File: src/tbdc_pkg.sv
package tbdc_pkg;

  // Width of the count fields and the state field on the result word.
  localparam int unsigned OutCntW = 16;
  localparam int unsigned TrkW    = 3;
  localparam int unsigned LimitW  = 8;
  localparam int unsigned RunW    = 9;

  // Debounce limit after reset.
  localparam logic [LimitW-1:0] DEBOUNCE_RESET = 8'd5;

  // Run counter saturation value.
  localparam logic [RunW-1:0] RUN_MAX = 9'd511;

  // Direction tracker state codes.
  localparam logic [TrkW-1:0] TRK_START      = 3'd0;
  localparam logic [TrkW-1:0] TRK_CLEAR      = 3'd1;
  localparam logic [TrkW-1:0] TRK_B1_CUT     = 3'd2;
  localparam logic [TrkW-1:0] TRK_B2_CUT     = 3'd3;
  localparam logic [TrkW-1:0] TRK_BOTH_AFT1  = 3'd4;
  localparam logic [TrkW-1:0] TRK_BOTH_AFT2  = 3'd5;
  localparam logic [TrkW-1:0] TRK_ENTERING   = 3'd6;
  localparam logic [TrkW-1:0] TRK_EXITING    = 3'd7;

  // Debounced status of one beam.
  typedef struct packed {
    logic level;
    logic known;
  } beam_t;

endpackage

File: src/tbdc_in_if.sv
interface tbdc_in_if;
  logic valid;
  logic ready;
  logic beam1_raw;
  logic beam2_raw;

  modport source (output valid, output beam1_raw, output beam2_raw, input ready);
  modport sink (input valid, input beam1_raw, input beam2_raw, output ready);
endinterface

File: src/tbdc_out_if.sv
interface tbdc_out_if;
  import tbdc_pkg::*;

  logic               valid;
  logic               ready;
  logic [OutCntW-1:0] beam1_breaks;
  logic [OutCntW-1:0] beam2_breaks;
  logic [OutCntW-1:0] entered_count;
  logic [OutCntW-1:0] exited_count;
  logic               beam1_level;
  logic               beam2_level;
  logic               levels_valid;
  logic [TrkW-1:0]    tracker_state;

  modport source (
    output valid, output beam1_breaks, output beam2_breaks, output entered_count,
    output exited_count, output beam1_level, output beam2_level,
    output levels_valid, output tracker_state, input ready
  );
  modport sink (
    input valid, input beam1_breaks, input beam2_breaks, input entered_count,
    input exited_count, input beam1_level, input beam2_level,
    input levels_valid, input tracker_state, output ready
  );
endinterface

File: src/tbdc_cfg_if.sv
interface tbdc_cfg_if;
  import tbdc_pkg::*;

  logic              valid;
  logic              ready;
  logic [LimitW-1:0] data;

  modport source (output valid, output data, input ready);
  modport sink (input valid, input data, output ready);
endinterface

File: src/tbdc_debounce.sv
module tbdc_debounce (
  input  logic                        clk_i,
  input  logic                        rst_ni,
  input  logic                        en_i,
  input  logic                        raw_i,
  input  logic [tbdc_pkg::LimitW-1:0] limit_i,
  output tbdc_pkg::beam_t             beam_d_o,
  output tbdc_pkg::beam_t             beam_q_o
);
  import tbdc_pkg::*;

  logic            cand_q, cand_d;
  logic [RunW-1:0] run_q, run_d;
  logic            stable_q, stable_d;
  logic            known_q, known_d;

  // Restart the run on a new level, else count it up to saturation.
  // The level is taken once the run exceeds the limit.
  always_comb begin
    cand_d   = cand_q;
    run_d    = run_q;
    stable_d = stable_q;
    known_d  = known_q;
    if ((run_q == '0) || (raw_i != cand_q)) begin
      cand_d = raw_i;
      run_d  = RunW'(1);
    end else if (run_q != RUN_MAX) begin
      run_d = run_q + RunW'(1);
    end
    if (run_d > {1'b0, limit_i}) begin
      stable_d = cand_d;
      known_d  = 1'b1;
    end
  end

  // State advances only on an accepted sample.
  always_ff @(posedge clk_i or negedge rst_ni) begin
    if (!rst_ni) begin
      cand_q   <= 1'b0;
      run_q    <= '0;
      stable_q <= 1'b0;
      known_q  <= 1'b0;
    end else if (en_i) begin
      cand_q   <= cand_d;
      run_q    <= run_d;
      stable_q <= stable_d;
      known_q  <= known_d;
    end
  end

  assign beam_d_o.level = stable_d & known_d;
  assign beam_d_o.known = known_d;
  assign beam_q_o.level = stable_q & known_q;
  assign beam_q_o.known = known_q;

endmodule

File: src/two_beam_direction_counter.sv
// Two-beam direction counter. Each input word carries one raw sample of both
// light beams (1 means light reaches the diode). Each beam is debounced: a
// level is taken once it has been seen for debounce_limit+1 samples in a row
// (debounce_limit resets to 5; the user writes it through the configuration
// port only while the block is idle, which the block does not enforce). When
// both levels are known, a direction tracker counts breaks of each beam and
// objects entering (beam one cut first) or exiting (beam two cut first); all
// counters saturate at 2^COUNT_WIDTH-1 and show their low 16 bits. Every input
// word produces one result word. The block takes one word per clock unless a
// pending result stalls: the debouncers, the tracker and the counter updates
// sit in one stage, and the updated state registers form the result register,
// so a new word is accepted in the same cycle the previous result is taken.
module two_beam_direction_counter #(
  parameter int unsigned COUNT_WIDTH = 16
) (
  input  logic              clk_i,
  input  logic              rst_ni,
  tbdc_cfg_if.sink          cfg_i,
  tbdc_in_if.sink           in_i,
  tbdc_out_if.source        out_o
);
  import tbdc_pkg::*;

  localparam logic [COUNT_WIDTH-1:0] CntMax = {COUNT_WIDTH{1'b1}};

  logic                   out_valid_q;
  logic                   in_acc;
  logic [LimitW-1:0]      limit_q;
  beam_t                  beam1_d, beam1_q, beam2_d, beam2_q;
  logic                   both_known;
  logic [TrkW-1:0]        trk_q, trk_d;
  logic [COUNT_WIDTH-1:0] brk1_q, brk2_q, ent_q, ext_q;
  logic                   inc_brk1, inc_brk2, inc_ent, inc_ext;
  logic [COUNT_WIDTH+OutCntW-1:0] brk1_ext, brk2_ext, ent_ext, ext_ext;

  // Handshake: a word is taken whenever the result register is free or drains.
  assign in_i.ready  = !out_valid_q || out_o.ready;
  assign in_acc      = in_i.valid && in_i.ready;
  assign cfg_i.ready = 1'b1;

  always_ff @(posedge clk_i or negedge rst_ni) begin
    if (!rst_ni) begin
      out_valid_q <= 1'b0;
    end else if (in_i.ready) begin
      out_valid_q <= in_i.valid;
    end
  end

  // Debounce limit register.
  always_ff @(posedge clk_i or negedge rst_ni) begin
    if (!rst_ni) begin
      limit_q <= DEBOUNCE_RESET;
    end else if (cfg_i.valid) begin
      limit_q <= cfg_i.data;
    end
  end

  tbdc_debounce u_deb1 (
    .clk_i    (clk_i),
    .rst_ni   (rst_ni),
    .en_i     (in_acc),
    .raw_i    (in_i.beam1_raw),
    .limit_i  (limit_q),
    .beam_d_o (beam1_d),
    .beam_q_o (beam1_q)
  );

  tbdc_debounce u_deb2 (
    .clk_i    (clk_i),
    .rst_ni   (rst_ni),
    .en_i     (in_acc),
    .raw_i    (in_i.beam2_raw),
    .limit_i  (limit_q),
    .beam_d_o (beam2_d),
    .beam_q_o (beam2_q)
  );

  assign both_known = beam1_d.known && beam2_d.known;

  // Direction tracker on this sample's debounced levels.
  always_comb begin
    trk_d    = trk_q;
    inc_brk1 = 1'b0;
    inc_brk2 = 1'b0;
    inc_ent  = 1'b0;
    inc_ext  = 1'b0;
    if (both_known) begin
      case (trk_q)
        TRK_START: begin
          if (beam1_d.level && beam2_d.level) trk_d = TRK_CLEAR;
        end
        TRK_CLEAR: begin
          if (!beam1_d.level) begin
            trk_d    = TRK_B1_CUT;
            inc_brk1 = 1'b1;
          end else if (!beam2_d.level) begin
            trk_d    = TRK_B2_CUT;
            inc_brk2 = 1'b1;
          end
        end
        TRK_B1_CUT: begin
          if (beam1_d.level) begin
            trk_d = TRK_CLEAR;
          end else if (!beam2_d.level) begin
            trk_d    = TRK_BOTH_AFT1;
            inc_brk2 = 1'b1;
          end
        end
        TRK_B2_CUT: begin
          if (beam2_d.level) begin
            trk_d = TRK_CLEAR;
          end else if (!beam1_d.level) begin
            trk_d    = TRK_BOTH_AFT2;
            inc_brk1 = 1'b1;
          end
        end
        TRK_BOTH_AFT1: begin
          if (beam1_d.level && !beam2_d.level) trk_d = TRK_ENTERING;
          else if (!beam1_d.level && beam2_d.level) trk_d = TRK_B1_CUT;
        end
        TRK_BOTH_AFT2: begin
          if (!beam1_d.level && beam2_d.level) trk_d = TRK_EXITING;
          else if (beam1_d.level && !beam2_d.level) trk_d = TRK_B2_CUT;
        end
        TRK_ENTERING: begin
          if (beam1_d.level && beam2_d.level) begin
            trk_d   = TRK_CLEAR;
            inc_ent = 1'b1;
          end else if (!beam1_d.level && !beam2_d.level) begin
            trk_d    = TRK_BOTH_AFT1;
            inc_brk1 = 1'b1;
          end
        end
        TRK_EXITING: begin
          if (beam1_d.level && beam2_d.level) begin
            trk_d   = TRK_CLEAR;
            inc_ext = 1'b1;
          end else if (!beam1_d.level && !beam2_d.level) begin
            trk_d    = TRK_BOTH_AFT2;
            inc_brk2 = 1'b1;
          end
        end
        default: trk_d = TRK_START;
      endcase
    end
  end

  // Tracker state and saturating counters; these double as the result word.
  always_ff @(posedge clk_i or negedge rst_ni) begin
    if (!rst_ni) begin
      trk_q  <= TRK_START;
      brk1_q <= '0;
      brk2_q <= '0;
      ent_q  <= '0;
      ext_q  <= '0;
    end else if (in_acc) begin
      trk_q <= trk_d;
      if (inc_brk1 && (brk1_q != CntMax)) brk1_q <= brk1_q + COUNT_WIDTH'(1);
      if (inc_brk2 && (brk2_q != CntMax)) brk2_q <= brk2_q + COUNT_WIDTH'(1);
      if (inc_ent && (ent_q != CntMax)) ent_q <= ent_q + COUNT_WIDTH'(1);
      if (inc_ext && (ext_q != CntMax)) ext_q <= ext_q + COUNT_WIDTH'(1);
    end
  end

  // Counters show their low 16 bits, zero-extended when narrower.
  assign brk1_ext = {{OutCntW{1'b0}}, brk1_q};
  assign brk2_ext = {{OutCntW{1'b0}}, brk2_q};
  assign ent_ext  = {{OutCntW{1'b0}}, ent_q};
  assign ext_ext  = {{OutCntW{1'b0}}, ext_q};

  assign out_o.valid         = out_valid_q;
  assign out_o.beam1_breaks  = brk1_ext[OutCntW-1:0];
  assign out_o.beam2_breaks  = brk2_ext[OutCntW-1:0];
  assign out_o.entered_count = ent_ext[OutCntW-1:0];
  assign out_o.exited_count  = ext_ext[OutCntW-1:0];
  assign out_o.beam1_level   = beam1_q.level;
  assign out_o.beam2_level   = beam2_q.level;
  assign out_o.levels_valid  = beam1_q.known && beam2_q.known;
  assign out_o.tracker_state = trk_q;

endmodule

File: src/flat_wrapper.sv
// flat-port wrapper written by rule: the top's interface ports become plain ports
module two_beam_direction_counter_flat import tbdc_pkg::*;
#(
  parameter int unsigned COUNT_WIDTH = 16
)
  (clk_i, rst_ni, cfg_i_valid, cfg_i_data, cfg_i_ready, in_i_valid, in_i_beam1_raw, in_i_beam2_raw, in_i_ready, out_o_valid, out_o_beam1_breaks, out_o_beam2_breaks, out_o_entered_count, out_o_exited_count, out_o_beam1_level, out_o_beam2_level, out_o_levels_valid, out_o_tracker_state, out_o_ready);
  tbdc_cfg_if cfg_i_i ();
  tbdc_in_if in_i_i ();
  tbdc_out_if out_o_i ();
  input  logic clk_i;
  input  logic rst_ni;
  input wire logic [$bits(cfg_i_i.valid)-1:0] cfg_i_valid;
  input wire logic [$bits(cfg_i_i.data)-1:0] cfg_i_data;
  output wire logic [$bits(cfg_i_i.ready)-1:0] cfg_i_ready;
  input wire logic [$bits(in_i_i.valid)-1:0] in_i_valid;
  input wire logic [$bits(in_i_i.beam1_raw)-1:0] in_i_beam1_raw;
  input wire logic [$bits(in_i_i.beam2_raw)-1:0] in_i_beam2_raw;
  output wire logic [$bits(in_i_i.ready)-1:0] in_i_ready;
  output wire logic [$bits(out_o_i.valid)-1:0] out_o_valid;
  output wire logic [$bits(out_o_i.beam1_breaks)-1:0] out_o_beam1_breaks;
  output wire logic [$bits(out_o_i.beam2_breaks)-1:0] out_o_beam2_breaks;
  output wire logic [$bits(out_o_i.entered_count)-1:0] out_o_entered_count;
  output wire logic [$bits(out_o_i.exited_count)-1:0] out_o_exited_count;
  output wire logic [$bits(out_o_i.beam1_level)-1:0] out_o_beam1_level;
  output wire logic [$bits(out_o_i.beam2_level)-1:0] out_o_beam2_level;
  output wire logic [$bits(out_o_i.levels_valid)-1:0] out_o_levels_valid;
  output wire logic [$bits(out_o_i.tracker_state)-1:0] out_o_tracker_state;
  input wire logic [$bits(out_o_i.ready)-1:0] out_o_ready;
  assign cfg_i_i.valid = cfg_i_valid;
  assign cfg_i_i.data = cfg_i_data;
  assign cfg_i_ready = cfg_i_i.ready;
  assign in_i_i.valid = in_i_valid;
  assign in_i_i.beam1_raw = in_i_beam1_raw;
  assign in_i_i.beam2_raw = in_i_beam2_raw;
  assign in_i_ready = in_i_i.ready;
  assign out_o_valid = out_o_i.valid;
  assign out_o_beam1_breaks = out_o_i.beam1_breaks;
  assign out_o_beam2_breaks = out_o_i.beam2_breaks;
  assign out_o_entered_count = out_o_i.entered_count;
  assign out_o_exited_count = out_o_i.exited_count;
  assign out_o_beam1_level = out_o_i.beam1_level;
  assign out_o_beam2_level = out_o_i.beam2_level;
  assign out_o_levels_valid = out_o_i.levels_valid;
  assign out_o_tracker_state = out_o_i.tracker_state;
  assign out_o_i.ready = out_o_ready;
  two_beam_direction_counter #(.COUNT_WIDTH(COUNT_WIDTH)) u_core (.clk_i(clk_i), .rst_ni(rst_ni), .cfg_i(cfg_i_i), .in_i(in_i_i), .out_o(out_o_i));
endmodule
File: config.mk
export PLATFORM = sky130hd
export DESIGN_NAME = two_beam_direction_counter_flat
export DESIGN_NICKNAME = d
export VERILOG_FILES = /design/src/tbdc_pkg.sv /design/src/tbdc_in_if.sv /design/src/tbdc_out_if.sv /design/src/tbdc_cfg_if.sv /design/src/tbdc_debounce.sv /design/src/two_beam_direction_counter.sv /design/src/flat_wrapper.sv
export SDC_FILE = /design/constraint.sdc
export NUM_CORES = 1
export LEC_CHECK = 0
export ABC_AREA = 0
export BUFFER_PORTS_ARGS = -buffer_cell sky130_fd_sc_hd__buf_4
export CAP_MARGIN = 5
export CORE_MARGIN = 2
export CORE_UTILIZATION = 55
export CTS_CLUSTER_SIZE = 16
export DETAILED_ROUTE_END_ITERATION = 12
export PLACE_DENSITY = 0.81
export SLEW_MARGIN = 5
export SYNTH_ARGS = -nofsm -noshare
export SYNTH_HDL_FRONTEND = slang
export SYNTH_SLANG_ARGS = --single-unit
File: constraint.sdc
create_clock -name clk_i -period 7.7 [get_ports clk_i]
set_input_delay 1.155 -clock clk_i [delete_from_list [all_inputs] [get_ports clk_i]]
set_output_delay 1.155 -clock clk_i [all_outputs]
set_load 0.02 [all_outputs]
==> results of run 1 <==
-- how the worst max path moves through the flow --
stage               depth (start not counted)  slack, ns                                   endpoint
CTS                                        22       2.23  u_core.out_o.beam2_breaks[13]$_DFFE_PN0P_
finish                                     21       2.19   u_core.out_o.beam2_breaks[1]$_DFFE_PN0P_
detailed placement                         19       2.04  u_core.out_o.beam2_breaks[11]$_DFFE_PN0P_
global route                               23       1.72  u_core.out_o.beam2_breaks[11]$_DFFE_PN0P_
global placement                           18       2.20   u_core.out_o.beam2_breaks[1]$_DFFE_PN0P_
floorplan                                  20       2.80   u_core.out_o.beam2_breaks[4]$_DFFE_PN0P_
-- report_power, final --
| group | internal, mW | total (mW) | leakage, nW | switching, mW |
|---|---|---|---|---|
| Combinational | 0.164 | 0.399 | 1.71 | 0.235 |
| Clock | 0.124 | 0.301 | 0.0852 | 0.177 |
| Sequential | 0.570 | 0.636 | 1.33 | 0.0657 |
| Total | 0.858 | 1.34 | 3.12 | 0.477 |
-- logic make-up (layout without fill, tap and decap cells) --
kind of cell,count (synthesis),in the layout,synth area share
AO/OA/AOI/OAI,66,66,0.08638
other,1,1,0.0006849
AND/OR/NAND/NOR,237,237,0.2141
XOR/XNOR,74,74,0.1184
buffers and inverters,41,125,0.03199
flip-flops,100,100,0.4575
adder cells (fa/ha/maj),29,29,0.06627
multiplexers,11,11,0.02468
-- stage by stage --
stage	setup slack [ns]	total power, mW
2_1_floorplan	2.796	0.9170
3_3_place_gp	2.202	1.032
3_5_place_dp	2.035	1.044
4_1_cts	2.229	1.346
5_1_grt	1.720	1.423
6_report	2.194	1.335
-- worst max-delay path, stage by stage, from the launching register on --
cell	delay, ns
dfrtp_1	0.41
ha_1	0.23
nand2_1	0.10
nor3_2	0.26
nand2_1	0.24
nand4_1	0.18
xor2_1	0.20
nor2_1	0.09
ha_1	0.34
nand4_1	0.14
or3_1	0.38
o211ai_1	0.16
and2_1	0.24
mux2i_1	0.55
ha_1	0.28
nand2_1	0.10
nor2_1	0.12
a31oi_1	0.05
nor2_1	0.10
a41oi_1	0.08
a311oi_4	0.74
mux2_2	0.41
-- cell type report --
type                    count  share of cell area
repair buffers             87              0.1025
clock inverters             4            0.004122
clock buffers              11             0.02218
inverters                  23             0.01355
multi-input cells         418              0.4386
flip-flops and latches    100              0.3930
well taps                 133             0.02611
-- layer usage --
| layer | up-vias | GRT usage |
|---|---|---|
| li1 | 2074 | - |
| met1 | 2027 | 0.2917 |
| met2 | 107 | 0.3500 |
| met3 | 13 | 0.03524 |
| met4 | 0 | 0.08784 |
| met5 | - | 0 |
-- flip-flops by register name, indices dropped and copies added (netlist names) --
signal,count
u_core.out_o.tracker_state,3
u_core.u_deb1.stable_q,1
u_core.u_deb2.run_q,9
u_core.u_deb2.known_q,1
u_core.out_o.exited_count,16
u_core.u_deb1.known_q,1
u_core.u_deb1.run_q,9
u_core.limit_q,8
u_core.out_o.beam1_breaks,16
u_core.u_deb2.stable_q,1
u_core.out_o.valid,1
u_core.out_o.beam2_breaks,16
u_core.u_deb1.cand_q,1
u_core.out_o.entered_count,16
u_core.u_deb2.cand_q,1
-- synth_stat cells (all sizes together) (4+ instances only) --
cell type  count
a21oi         20
ha            29
inv           23
xor2          20
nand4         24
mux2           7
buf            8
clkbuf        10
nor2          35
mux2i          4
a31oi          5
and2           9
nand2         90
nor3          14
and4           4
nand2b         5
and3          20
nand3         27
o21ai         18
dfrtp         98
xnor2         54
==> key figures, run 1 <==
CTS
  – CTS tree: done
  – Hold buffers post-CTS: 0
  – CTS Buf Count: 9
  – Clock Tree Root: clkbuf_8
  – Clock slew at reported path FFs: 0.09 ns
  – Worst-Skew Late Latency: 0.36 ns
  – Resize count post-CTS: 0
  – CTS sink cnt: 100
  – Post-CTS Setup Bufs: 0
  – H-tree levels: 3
  – CTS max path bufs: 2

Cells and area
  – Core Util, Final: 0.6551
  – NumNets Final: 683
  – Inserted Diodes: 0
  – Share of layout cells above drive strength 1: 0.1960
  – Multi-input gate area: 0.002795 mm^2
  – Layout Cells excl Fill: 776
  – Most frequent cells in the layout: dfrtp_1, nand2_1, buf_4, xnor2_1, nor2_1
  – Filler cell count: 805
  – Most common cell after layout, fill and taps aside: dfrtp_1
  – FF+latch area: 0.002505 mm^2
  – Post-route cell area: 0.006374 mm^2
  – Synth-to-layout area growth: 16.41%

Critical path
  – Startpoint Class: flop
  – Critical Path Sink Type: flop
  – Reg2Reg Depth: 21
  – WS Path Type: reg2reg
  – CP Max Fanout: 16
  – Worst Setup SP: u_core.u_deb2.run_q[0]$_DFFE_PN0P_
  – Worst Path Arrival: 5.76 ns
  – Reg2Reg Launch Point: u_core.u_deb2.run_q[0]$_DFFE_PN0P_
  – R2r setup slk: 2.19 ns
  – Worst r2r dst: u_core.out_o.beam2_breaks[1]$_DFFE_PN0P_
  – Worst path required time: 7.96 ns

Placement
  – Detailed placer's ending HPWL: 8.352 mm
  – Port bufs: 86
  – Dpl cells: 761
  – Routability congestion estimate: 0.9011
  – Placed cell area: 0.006206 mm^2

Timing
  – Relative slew slack: 0.4519
  – Final setup TNS: 0 ns
  – Final setup fails: 0
  – RSZ-0062 raised after global routing: false
  – WHS: 0.4990 ns
  – Fin. Hold Viols: 0
  – Min cycle time layout: 5.506 ns
  – F_max: 181.6 MHz
  – Max Slew Vio Count: 0
  – Period Utilization, post-route: 0.7151
  – Clk_skew: 0.006613 ns
  – Worst Max-Slew Pin Slew: 0.8202 ns

Run status
  – Outcome: completed

Logic synthesis
  – Post-synth EDFFs: 0
  – Seq/Total Area, Yosys: 0.4575
  – Synth top area share: 0.4479
  – Post-synthesis cell type count: 60
  – FFs w/ async S/R, synth: 1.000
  – Synth top area cells: dfrtp_1, xnor2_1, ha_1, nand2_1, xor2_1
  – Cells after Synth: 559
  – Mapped Area: 0.005475 mm^2
  – Number of synthesized register bits: 100
  – Dominant cell type by area after synthesis: dfrtp_1
  – Yosys warnings: 0
  – Top FF cell, synth: dfrtp_1
  – Syn nets: 603
  – Post-Syn Area per Cell: 9.795 um^2

Global routing
  – Initial antenna violation count: 0
  – First-pass GRT wire length: 19.26 mm
  – Largest net degree at the start of global routing: 55
  – GR Overflow Total: 0
  – Total track usage: 0.2162
  – Vias in the first global route: 4123

Hold path
  – Hold Path End: u_core.out_o.beam1_breaks[5]$_DFFE_PN0P_
  – Hold Crit Start: u_core.out_o.beam1_breaks[5]$_DFFE_PN0P_
  – Hold path depth: 1
  – Worst Hold Class: reg2reg

Detailed routing
  – Met1 WL: 5.055 mm
  – Vias post-DR: 4221
  – Metal2 WL: 5.377 mm
  – Drt pass-1 iters: 5
  – Total wire length: 11.16 mm
  – Detail Route Antenna Nets: 0
  – WL/cell: 14.38 um
  – Via-to-Cell Ratio: 5.439
  – Top sig layer: met4
  – Met3 WL post-DR: 544 um
  – Drt drc: 0
  – Iter 0 DRT Violations: 146

Power
  – Pwr dens: 209.5 mW/mm^2
  – Leakage: 3.119 nW
  – Worst VDD drop: 126.3 uV

Floorplan
  – Die Area: 0.01077 mm^2
  – Starting density of the core: 0.5628
  – Core area: 0.009729 mm^2
  – FP Rows: 36
  – Die width: 103.8 um
  – Ports: 88
  – Die Y: 103.8 um

Flow run
  – Max Cap Viol: 0
Power figures use the tool's default switching activity.
==> run 2, diff against run 1 <==
==> constraint.sdc (replaced) <==
create_clock -name clk_i -period 5.73 [get_ports clk_i]
set_input_delay 0.8595 -clock clk_i [delete_from_list [all_inputs] [get_ports clk_i]]
set_output_delay 0.8595 -clock clk_i [all_outputs]
set_load 0.02 [all_outputs]
==> run 2 against run 1 <==
Via count up 3.4%. Combinational power up 38%. Final cell count up 0.26%. Die area unchanged. Largest power group unchanged.
==> key figures, run 2 (synthesis results as in run 1) <==
Timing
  – Period Utilization, post-route: 0.9104 (+0.1953)
  – WHS: 0.4959 ns (-0.003091 ns)
  – Final setup fails: 0 (unchanged)
  – Fin. Hold Viols: 0 (unchanged)
  – F_max: 191.7 MHz (+5.5%)
  – Clk_skew: 0.006571 ns (-0.00004210 ns)
  – Max Slew Vio Count: 0 (unchanged)
  – RSZ-0062 raised after global routing: false
  – Relative slew slack: 0.4095 (-0.04244)
  – Worst Max-Slew Pin Slew: 0.8837 ns (+0.06350 ns)
  – Final setup TNS: 0 ns (unchanged)
  – Min cycle time layout: 5.217 ns (-0.2893 ns)

CTS
  – Clock Tree Root: clkbuf_8
  – Hold buffers post-CTS: 0 (unchanged)
  – Post-CTS Setup Bufs: 0 (unchanged)
  – Worst-Skew Late Latency: 0.36 ns (about the same)
  – CTS max path bufs: 2 (unchanged)
  – CTS tree: done
  – H-tree levels: 3 (unchanged)
  – Resize count post-CTS: 0 (unchanged)
  – CTS sink cnt: 100 (unchanged)
  – CTS Buf Count: 9 (unchanged)
  – Clock slew at reported path FFs: 0.10 ns (about the same)

Floorplan
  – Core area: 0.009729 mm^2 (unchanged)
  – Die Area: 0.01077 mm^2 (unchanged)
  – Die width: 103.8 um (unchanged)
  – FP Rows: 36 (unchanged)
  – Starting density of the core: 0.5628 (unchanged)
  – Ports: 88 (unchanged)
  – Die Y: 103.8 um (unchanged)

Global routing
  – GR Overflow Total: 0 (unchanged)
  – Initial antenna violation count: 0 (unchanged)
  – Largest net degree at the start of global routing: 52 (-5.5%)
  – Vias in the first global route: 4220 (+2.4%)
  – First-pass GRT wire length: 19.74 mm (+2.5%)
  – Total track usage: 0.2229 (+0.006695)

Cells and area
  – Layout Cells excl Fill: 778 (+0.26%)
  – Share of layout cells above drive strength 1: 0.1984 (+0.002493)
  – NumNets Final: 684 (+0.15%)
  – Filler cell count: 792 (-1.6%)
  – Core Util, Final: 0.6593 (+0.004243)
  – Most frequent cells in the layout: dfrtp_1, nand2_1, buf_4, xnor2_1, nor2_1
  – Inserted Diodes: 0 (unchanged)
  – Synth-to-layout area growth: 17.16%
  – Most common cell after layout, fill and taps aside: dfrtp_1

Power
  – Tot Pwr: 1.869 mW (+40%)
  – Leakage: 3.138 nW (+0.62%)
  – Worst VDD drop: 183.6 uV (+45%)
  – Pwr dens: 291.4 mW/mm^2 (+39%)

Detailed routing
  – Iter 0 DRT Violations: 163 (+12%)
  – Drt pass-1 iters: 5 (unchanged)
  – Vias post-DR: 4365 (+3.4%)
  – Via-to-Cell Ratio: 5.611 (+3.1%)
  – WL/cell: 14.89 um (+3.5%)
  – Drt drc: 0 (unchanged)
  – Total wire length: 11.58 mm (+3.8%)
  – Detail Route Antenna Nets: 0 (unchanged)

Critical path
  – Reg2Reg Depth: 20 (-4.8%)
  – Startpoint Class: flop
  – CP Max Fanout: 16 (unchanged)
  – WS Path Type: reg2reg
  – Worst path required time: 5.98 ns (-1.98 ns)
  – Critical Path Sink Type: flop
  – Worst Path Arrival: 5.47 ns (-0.29 ns)

Placement
  – Port bufs: 86 (unchanged)
  – Detailed placer's ending HPWL: 8.543 mm (+2.3%)
  – Routability congestion estimate: 0.9616 (+6.7%)
  – Dpl cells: 762 (+0.13%)

Flow run
  – Max Cap Viol: 0 (unchanged)

Hold path
  – Worst Hold Class: in2async

Run status
  – Outcome: completed
[run 2: changes by cell type in the layout (fill, tap and decap cells not counted), sizes merged]
cell	before	now
buf	87	88
bufinv	0	1
clkinv	3	2
inv	23	24
[run 2: cell type report]
cell class / count / area [um^2] / area share
Timing Repair Buffer: 88 / 660.6 / 0.1030
Clock buffer: 11 / 141.4 / 0.02204
Clock inverter: 5 / 60.06 / 0.009362
Multi-Input combinational cell: 418 / 2795 / 0.4357
Sequential cell: 100 / 2505 / 0.3905
Tap cell: 133 / 166.4 / 0.02594
Inverter: 23 / 86.33 / 0.01346
[run 2: worst paths after layout]
kind	to	slack (ns)	start
max	u_core.out_o.beam2_breaks[1]$_DFFE_PN0P_	0.51	u_core.u_deb1.run_q[0]$_DFFE_PN0P_
min	u_core.out_o.entered_count[4]$_DFFE_PN0P_	0.50	rst_ni
max reg2reg	u_core.out_o.beam2_breaks[1]$_DFFE_PN0P_	0.51	u_core.u_deb1.run_q[0]$_DFFE_PN0P_
min reg2reg	u_core.out_o.entered_count[10]$_DFFE_PN0P_	0.50	u_core.out_o.entered_count[10]$_DFFE_PN0P_
max in group asynchronous	u_core.out_o.beam2_breaks[2]$_DFFE_PN0P_	4.14	rst_ni
min in group clk_i	u_core.out_o.entered_count[10]$_DFFE_PN0P_	0.50	u_core.out_o.entered_count[10]$_DFFE_PN0P_
[run 2: power by group]
| part | total, mW | internal, mW | switching (mW) |
|---|---|---|---|
| Clock | 0.462 | 0.216 | 0.246 |
| Combinational | 0.551 | 0.227 | 0.324 |
| Sequential | 0.857 | 0.766 | 0.0907 |
[run 2: metal layers]
metal  up-vias  part of all wire  GRT usage
met5         -                 0          0
met4         0             0.017    0.08880
met3        17             0.049    0.03210
met2       126              0.49     0.3690
met1      2144              0.45     0.2974
li1       2078                 -          -
[run 2: worst max-delay path, stage by stage (launching register included)]
cell       delay, ns
dfrtp_1         0.42
inv_1           0.11
ha_1            0.14
or4b_1          0.48
o21ai_4         0.34
o21bai_1        0.17
a31oi_1         0.07
ha_1            0.34
a21oi_1         0.15
o22ai_1         0.10
a2111oi_2       0.45
o22ai_2         0.23
mux2i_4         0.27
ha_1            0.22
nand2_1         0.10
nor2_1          0.13
a31oi_1         0.06
nor2_1          0.12
a41oi_1         0.08
a311oi_4        0.71
mux2_2          0.40
[run 2: metrics by stage]
step / cell area, um^2 / setup slack [ns]
2_1_floorplan: 5475 / 1.093
6_report: 6415 / 0.5133
3_5_place_dp: 6213 / 0.5204
5_1_grt: 6415 / 0.04761
3_3_place_gp: 6213 / 0.6494
4_1_cts: 6415 / 0.5281
==> run 3, diff against run 2 <==
--- a/config.mk
+++ b/config.mk
@@ -12,6 +12,7 @@
 export CORE_UTILIZATION = 55
 export CTS_CLUSTER_SIZE = 16
 export DETAILED_ROUTE_END_ITERATION = 12
+export MAX_ROUTING_LAYER = met4
 export PLACE_DENSITY = 0.81
 export SLEW_MARGIN = 5
 export SYNTH_ARGS = -nofsm -noshare
==> run 3 against run 2 <==
Via count fell by 0.25%. Clock power rose by 6.3%. Clock skew rose by 0.0051 ns. Die area did not move.
==> key figures, run 3 (synthesis results as in run 1) <==
Hold path
  – Worst Hold Class: reg2reg
  – Hold path depth: 1
  – Hold Crit Start: u_core.out_o.beam1_breaks[10]$_DFFE_PN0P_
  – Hold Path End: u_core.out_o.beam1_breaks[10]$_DFFE_PN0P_

Global routing
  – Total track usage: 0.2282 (+0.005297)
  – Vias in the first global route: 4222 (+0.047%)
  – First-pass GRT wire length: 19.73 mm (about the same)
  – GR Overflow Total: 0 (unchanged)
  – Initial antenna violation count: 0 (unchanged)
  – Largest net degree at the start of global routing: 53 (+1.9%)

Detailed routing
  – Total wire length: 11.60 mm (+0.12%)
  – Detail Route Antenna Nets: 0 (unchanged)
  – Drt drc: 0 (unchanged)
  – Metal2 WL: 5.720 mm (+1.3%)
  – Vias post-DR: 4354 (-0.25%)
  – Iter 0 DRT Violations: 154 (-5.5%)
  – Via-to-Cell Ratio: 5.611 (about the same)
  – Met3 WL post-DR: 588 um (+2.6%)
  – Drt pass-1 iters: 4 (-1)
  – WL/cell: 14.94 um (+0.38%)
  – Met1 WL: 5.059 mm (-2.0%)
  – Top sig layer: met4

Cells and area
  – Layout Cells excl Fill: 776 (-0.26%)
  – NumNets Final: 684 (unchanged)
  – Most frequent cells in the layout: dfrtp_1, nand2_1, buf_4, xnor2_1, nor2_1
  – Synth-to-layout area growth: 17.37%
  – Inserted Diodes: 0 (unchanged)
  – Most common cell after layout, fill and taps aside: dfrtp_1
  – Filler cell count: 778 (-1.8%)
  – Share of layout cells above drive strength 1: 0.1975 (-0.0009379)
  – Core Util, Final: 0.6605 (+0.001158)

Critical path
  – WS Path Type: reg2reg
  – Critical Path Sink Type: flop
  – Top delay family on crit path: compound AO/OA/AOI/OAI gates
  – R2r setup slk: 0.46 ns (-0.05 ns)
  – CP Max Fanout: 16 (unchanged)
  – Reg2Reg Launch Point: u_core.u_deb1.run_q[0]$_DFFE_PN0P_
  – Reg2Reg Depth: 20 (unchanged)
  – CP dominant cell by count: ha_1
  – WP buf/inv: 1 (unchanged)
  – Startpoint Class: flop
  – Worst r2r dst: u_core.out_o.beam2_breaks[1]$_DFFE_PN0P_
  – Worst path required time: 5.99 ns (about the same)
  – Worst-path cell chain: inv_1 -> ha_1 -> or4b_1 -> o21ai_4 -> o21bai_1 -> a31oi_1 -> ha_1 -> a21oi_1 -> o22ai_1 -> a2111oi_2 -> o22ai_2 -> mux2i_4 -> ha_1 -> nand2_1 -> nor2_1 -> a31oi_1 -> nor2_1 -> a41oi_1 -> a311oi_4 -> mux2_2
  – Worst Path Arrival: 5.53 ns (+0.06 ns)
  – Crit-path slowest cell: a311oi_4
  – Slowest Stage Delay on Critical Path: 0.72 ns (about the same)

CTS
  – H-tree levels: 3 (unchanged)
  – Resize count post-CTS: 0 (unchanged)
  – CTS tree: done
  – CTS sink cnt: 100 (unchanged)
  – Hold buffers post-CTS: 0 (unchanged)
  – Clock slew at reported path FFs: 0.09 ns (about the same)
  – Worst-Skew Late Latency: 0.36 ns (about the same)
  – Clock Tree Root: clkbuf_8
  – CTS max path bufs: 2 (unchanged)
  – CTS Buf Count: 9 (unchanged)
  – Post-CTS Setup Bufs: 0 (unchanged)

Placement
  – Routability congestion estimate: 0.9748 (+1.4%)
  – Port bufs: 86 (unchanged)
  – Dpl cells: 762 (unchanged)
  – Detailed placer's ending HPWL: 8.669 mm (+1.5%)

Timing
  – Max Slew Vio Count: 0 (unchanged)
  – Final setup TNS: 0 ns (unchanged)
  – Period Utilization, post-route: 0.9197 (+0.009236)
  – Clk_skew: 0.01170 ns (+0.005132 ns)
  – WHS: 0.4961 ns (+0.0002060 ns)
  – Fin. Hold Viols: 0 (unchanged)
  – Min cycle time layout: 5.270 ns (+0.05292 ns)
  – Relative slew slack: 0.4081 (-0.001321)
  – Worst Max-Slew Pin Slew: 0.8856 ns (+0.001975 ns)
  – Final setup fails: 0 (unchanged)
  – F_max: 189.8 MHz (-1.0%)
  – RSZ-0062 raised after global routing: false

Flow run
  – Max Cap Viol: 0 (unchanged)

Floorplan
  – Core area: 0.009729 mm^2 (unchanged)
  – Starting density of the core: 0.5628 (unchanged)
  – Die width: 103.8 um (unchanged)
  – Die Y: 103.8 um (unchanged)
  – Die Area: 0.01077 mm^2 (unchanged)
  – Ports: 88 (unchanged)
  – FP Rows: 36 (unchanged)

Run status
  – Outcome: completed

Power
  – Leakage: 3.139 nW (about the same)
  – Worst VDD drop: 206.8 uV (+13%)
  – Pwr dens: 295.6 mW/mm^2 (+1.5%)
## run 3: cell types whose count changed in the layout (fill, tap and decap cells not counted)
cell	before	now
clkbuf_1	1	0
clkinvlp_4	1	2
clkinv_2	1	0
bufinv_16	1	2
inv_6	1	0
clkinv_4	1	0
## run 3: how the worst max path moves through the flow
stage | slack [ns] | cells past startpoint | startpoint | end
2_1_floorplan | 1.09 | 23 | u_core.u_deb1.run_q[0]$_DFFE_PN0P_ | u_core.out_o.beam2_breaks[4]$_DFFE_PN0P_
3_3_place_gp | 0.64 | 19 | in_i_beam1_raw | u_core.out_o.beam2_breaks[1]$_DFFE_PN0P_
3_5_place_dp | 0.52 | 19 | in_i_beam1_raw | u_core.out_o.beam2_breaks[1]$_DFFE_PN0P_
4_1_cts | 0.54 | 20 | u_core.u_deb1.run_q[0]$_DFFE_PN0P_ | u_core.out_o.beam2_breaks[1]$_DFFE_PN0P_
5_1_grt | 0.03 | 22 | u_core.u_deb1.run_q[1]$_DFFE_PN0P_ | u_core.out_o.beam2_breaks[13]$_DFFE_PN0P_
6_report | 0.46 | 20 | u_core.u_deb1.run_q[0]$_DFFE_PN0P_ | u_core.out_o.beam2_breaks[1]$_DFFE_PN0P_
## run 3: through the flow
stage / setup WS, ns / area, um^2 / total power, mW
2_1_floorplan: 1.093 / 5475 / 1.232
3_3_place_gp: 0.6433 / 6213 / 1.388
3_5_place_dp: 0.5219 / 6213 / 1.420
4_1_cts: 0.5383 / 6426 / 1.905
5_1_grt: 0.02705 / 6426 / 2.006
6_report: 0.4604 / 6426 / 1.900
## run 3: area by class of cell
| cell class | instances | area (um^2) | area share |
|---|---|---|---|
| tap | 133 | 166.4 | 0.02590 |
| sequential | 100 | 2505 | 0.3898 |
| multi-input combinational | 418 | 2795 | 0.4350 |
| clock inverter | 4 | 75.07 | 0.01168 |
| timing repair buffer | 88 | 660.6 | 0.1028 |
| clock buffer | 10 | 137.6 | 0.02142 |
| inverter | 23 | 86.33 | 0.01343 |
## run 3: power breakdown
part,switching [mW],internal [mW]
clock network,0.237,0.253
logic,0.327,0.227
registers,0.0895,0.766
## run 3: per-layer routing
| metal | up-vias | track usage |
|---|---|---|
| met4 | 0 | 0.09073 |
| li1 | 2076 | - |
| met1 | 2125 | 0.2911 |
| met2 | 129 | 0.3709 |
| met5 | - | - |
| met3 | 24 | 0.03210 |
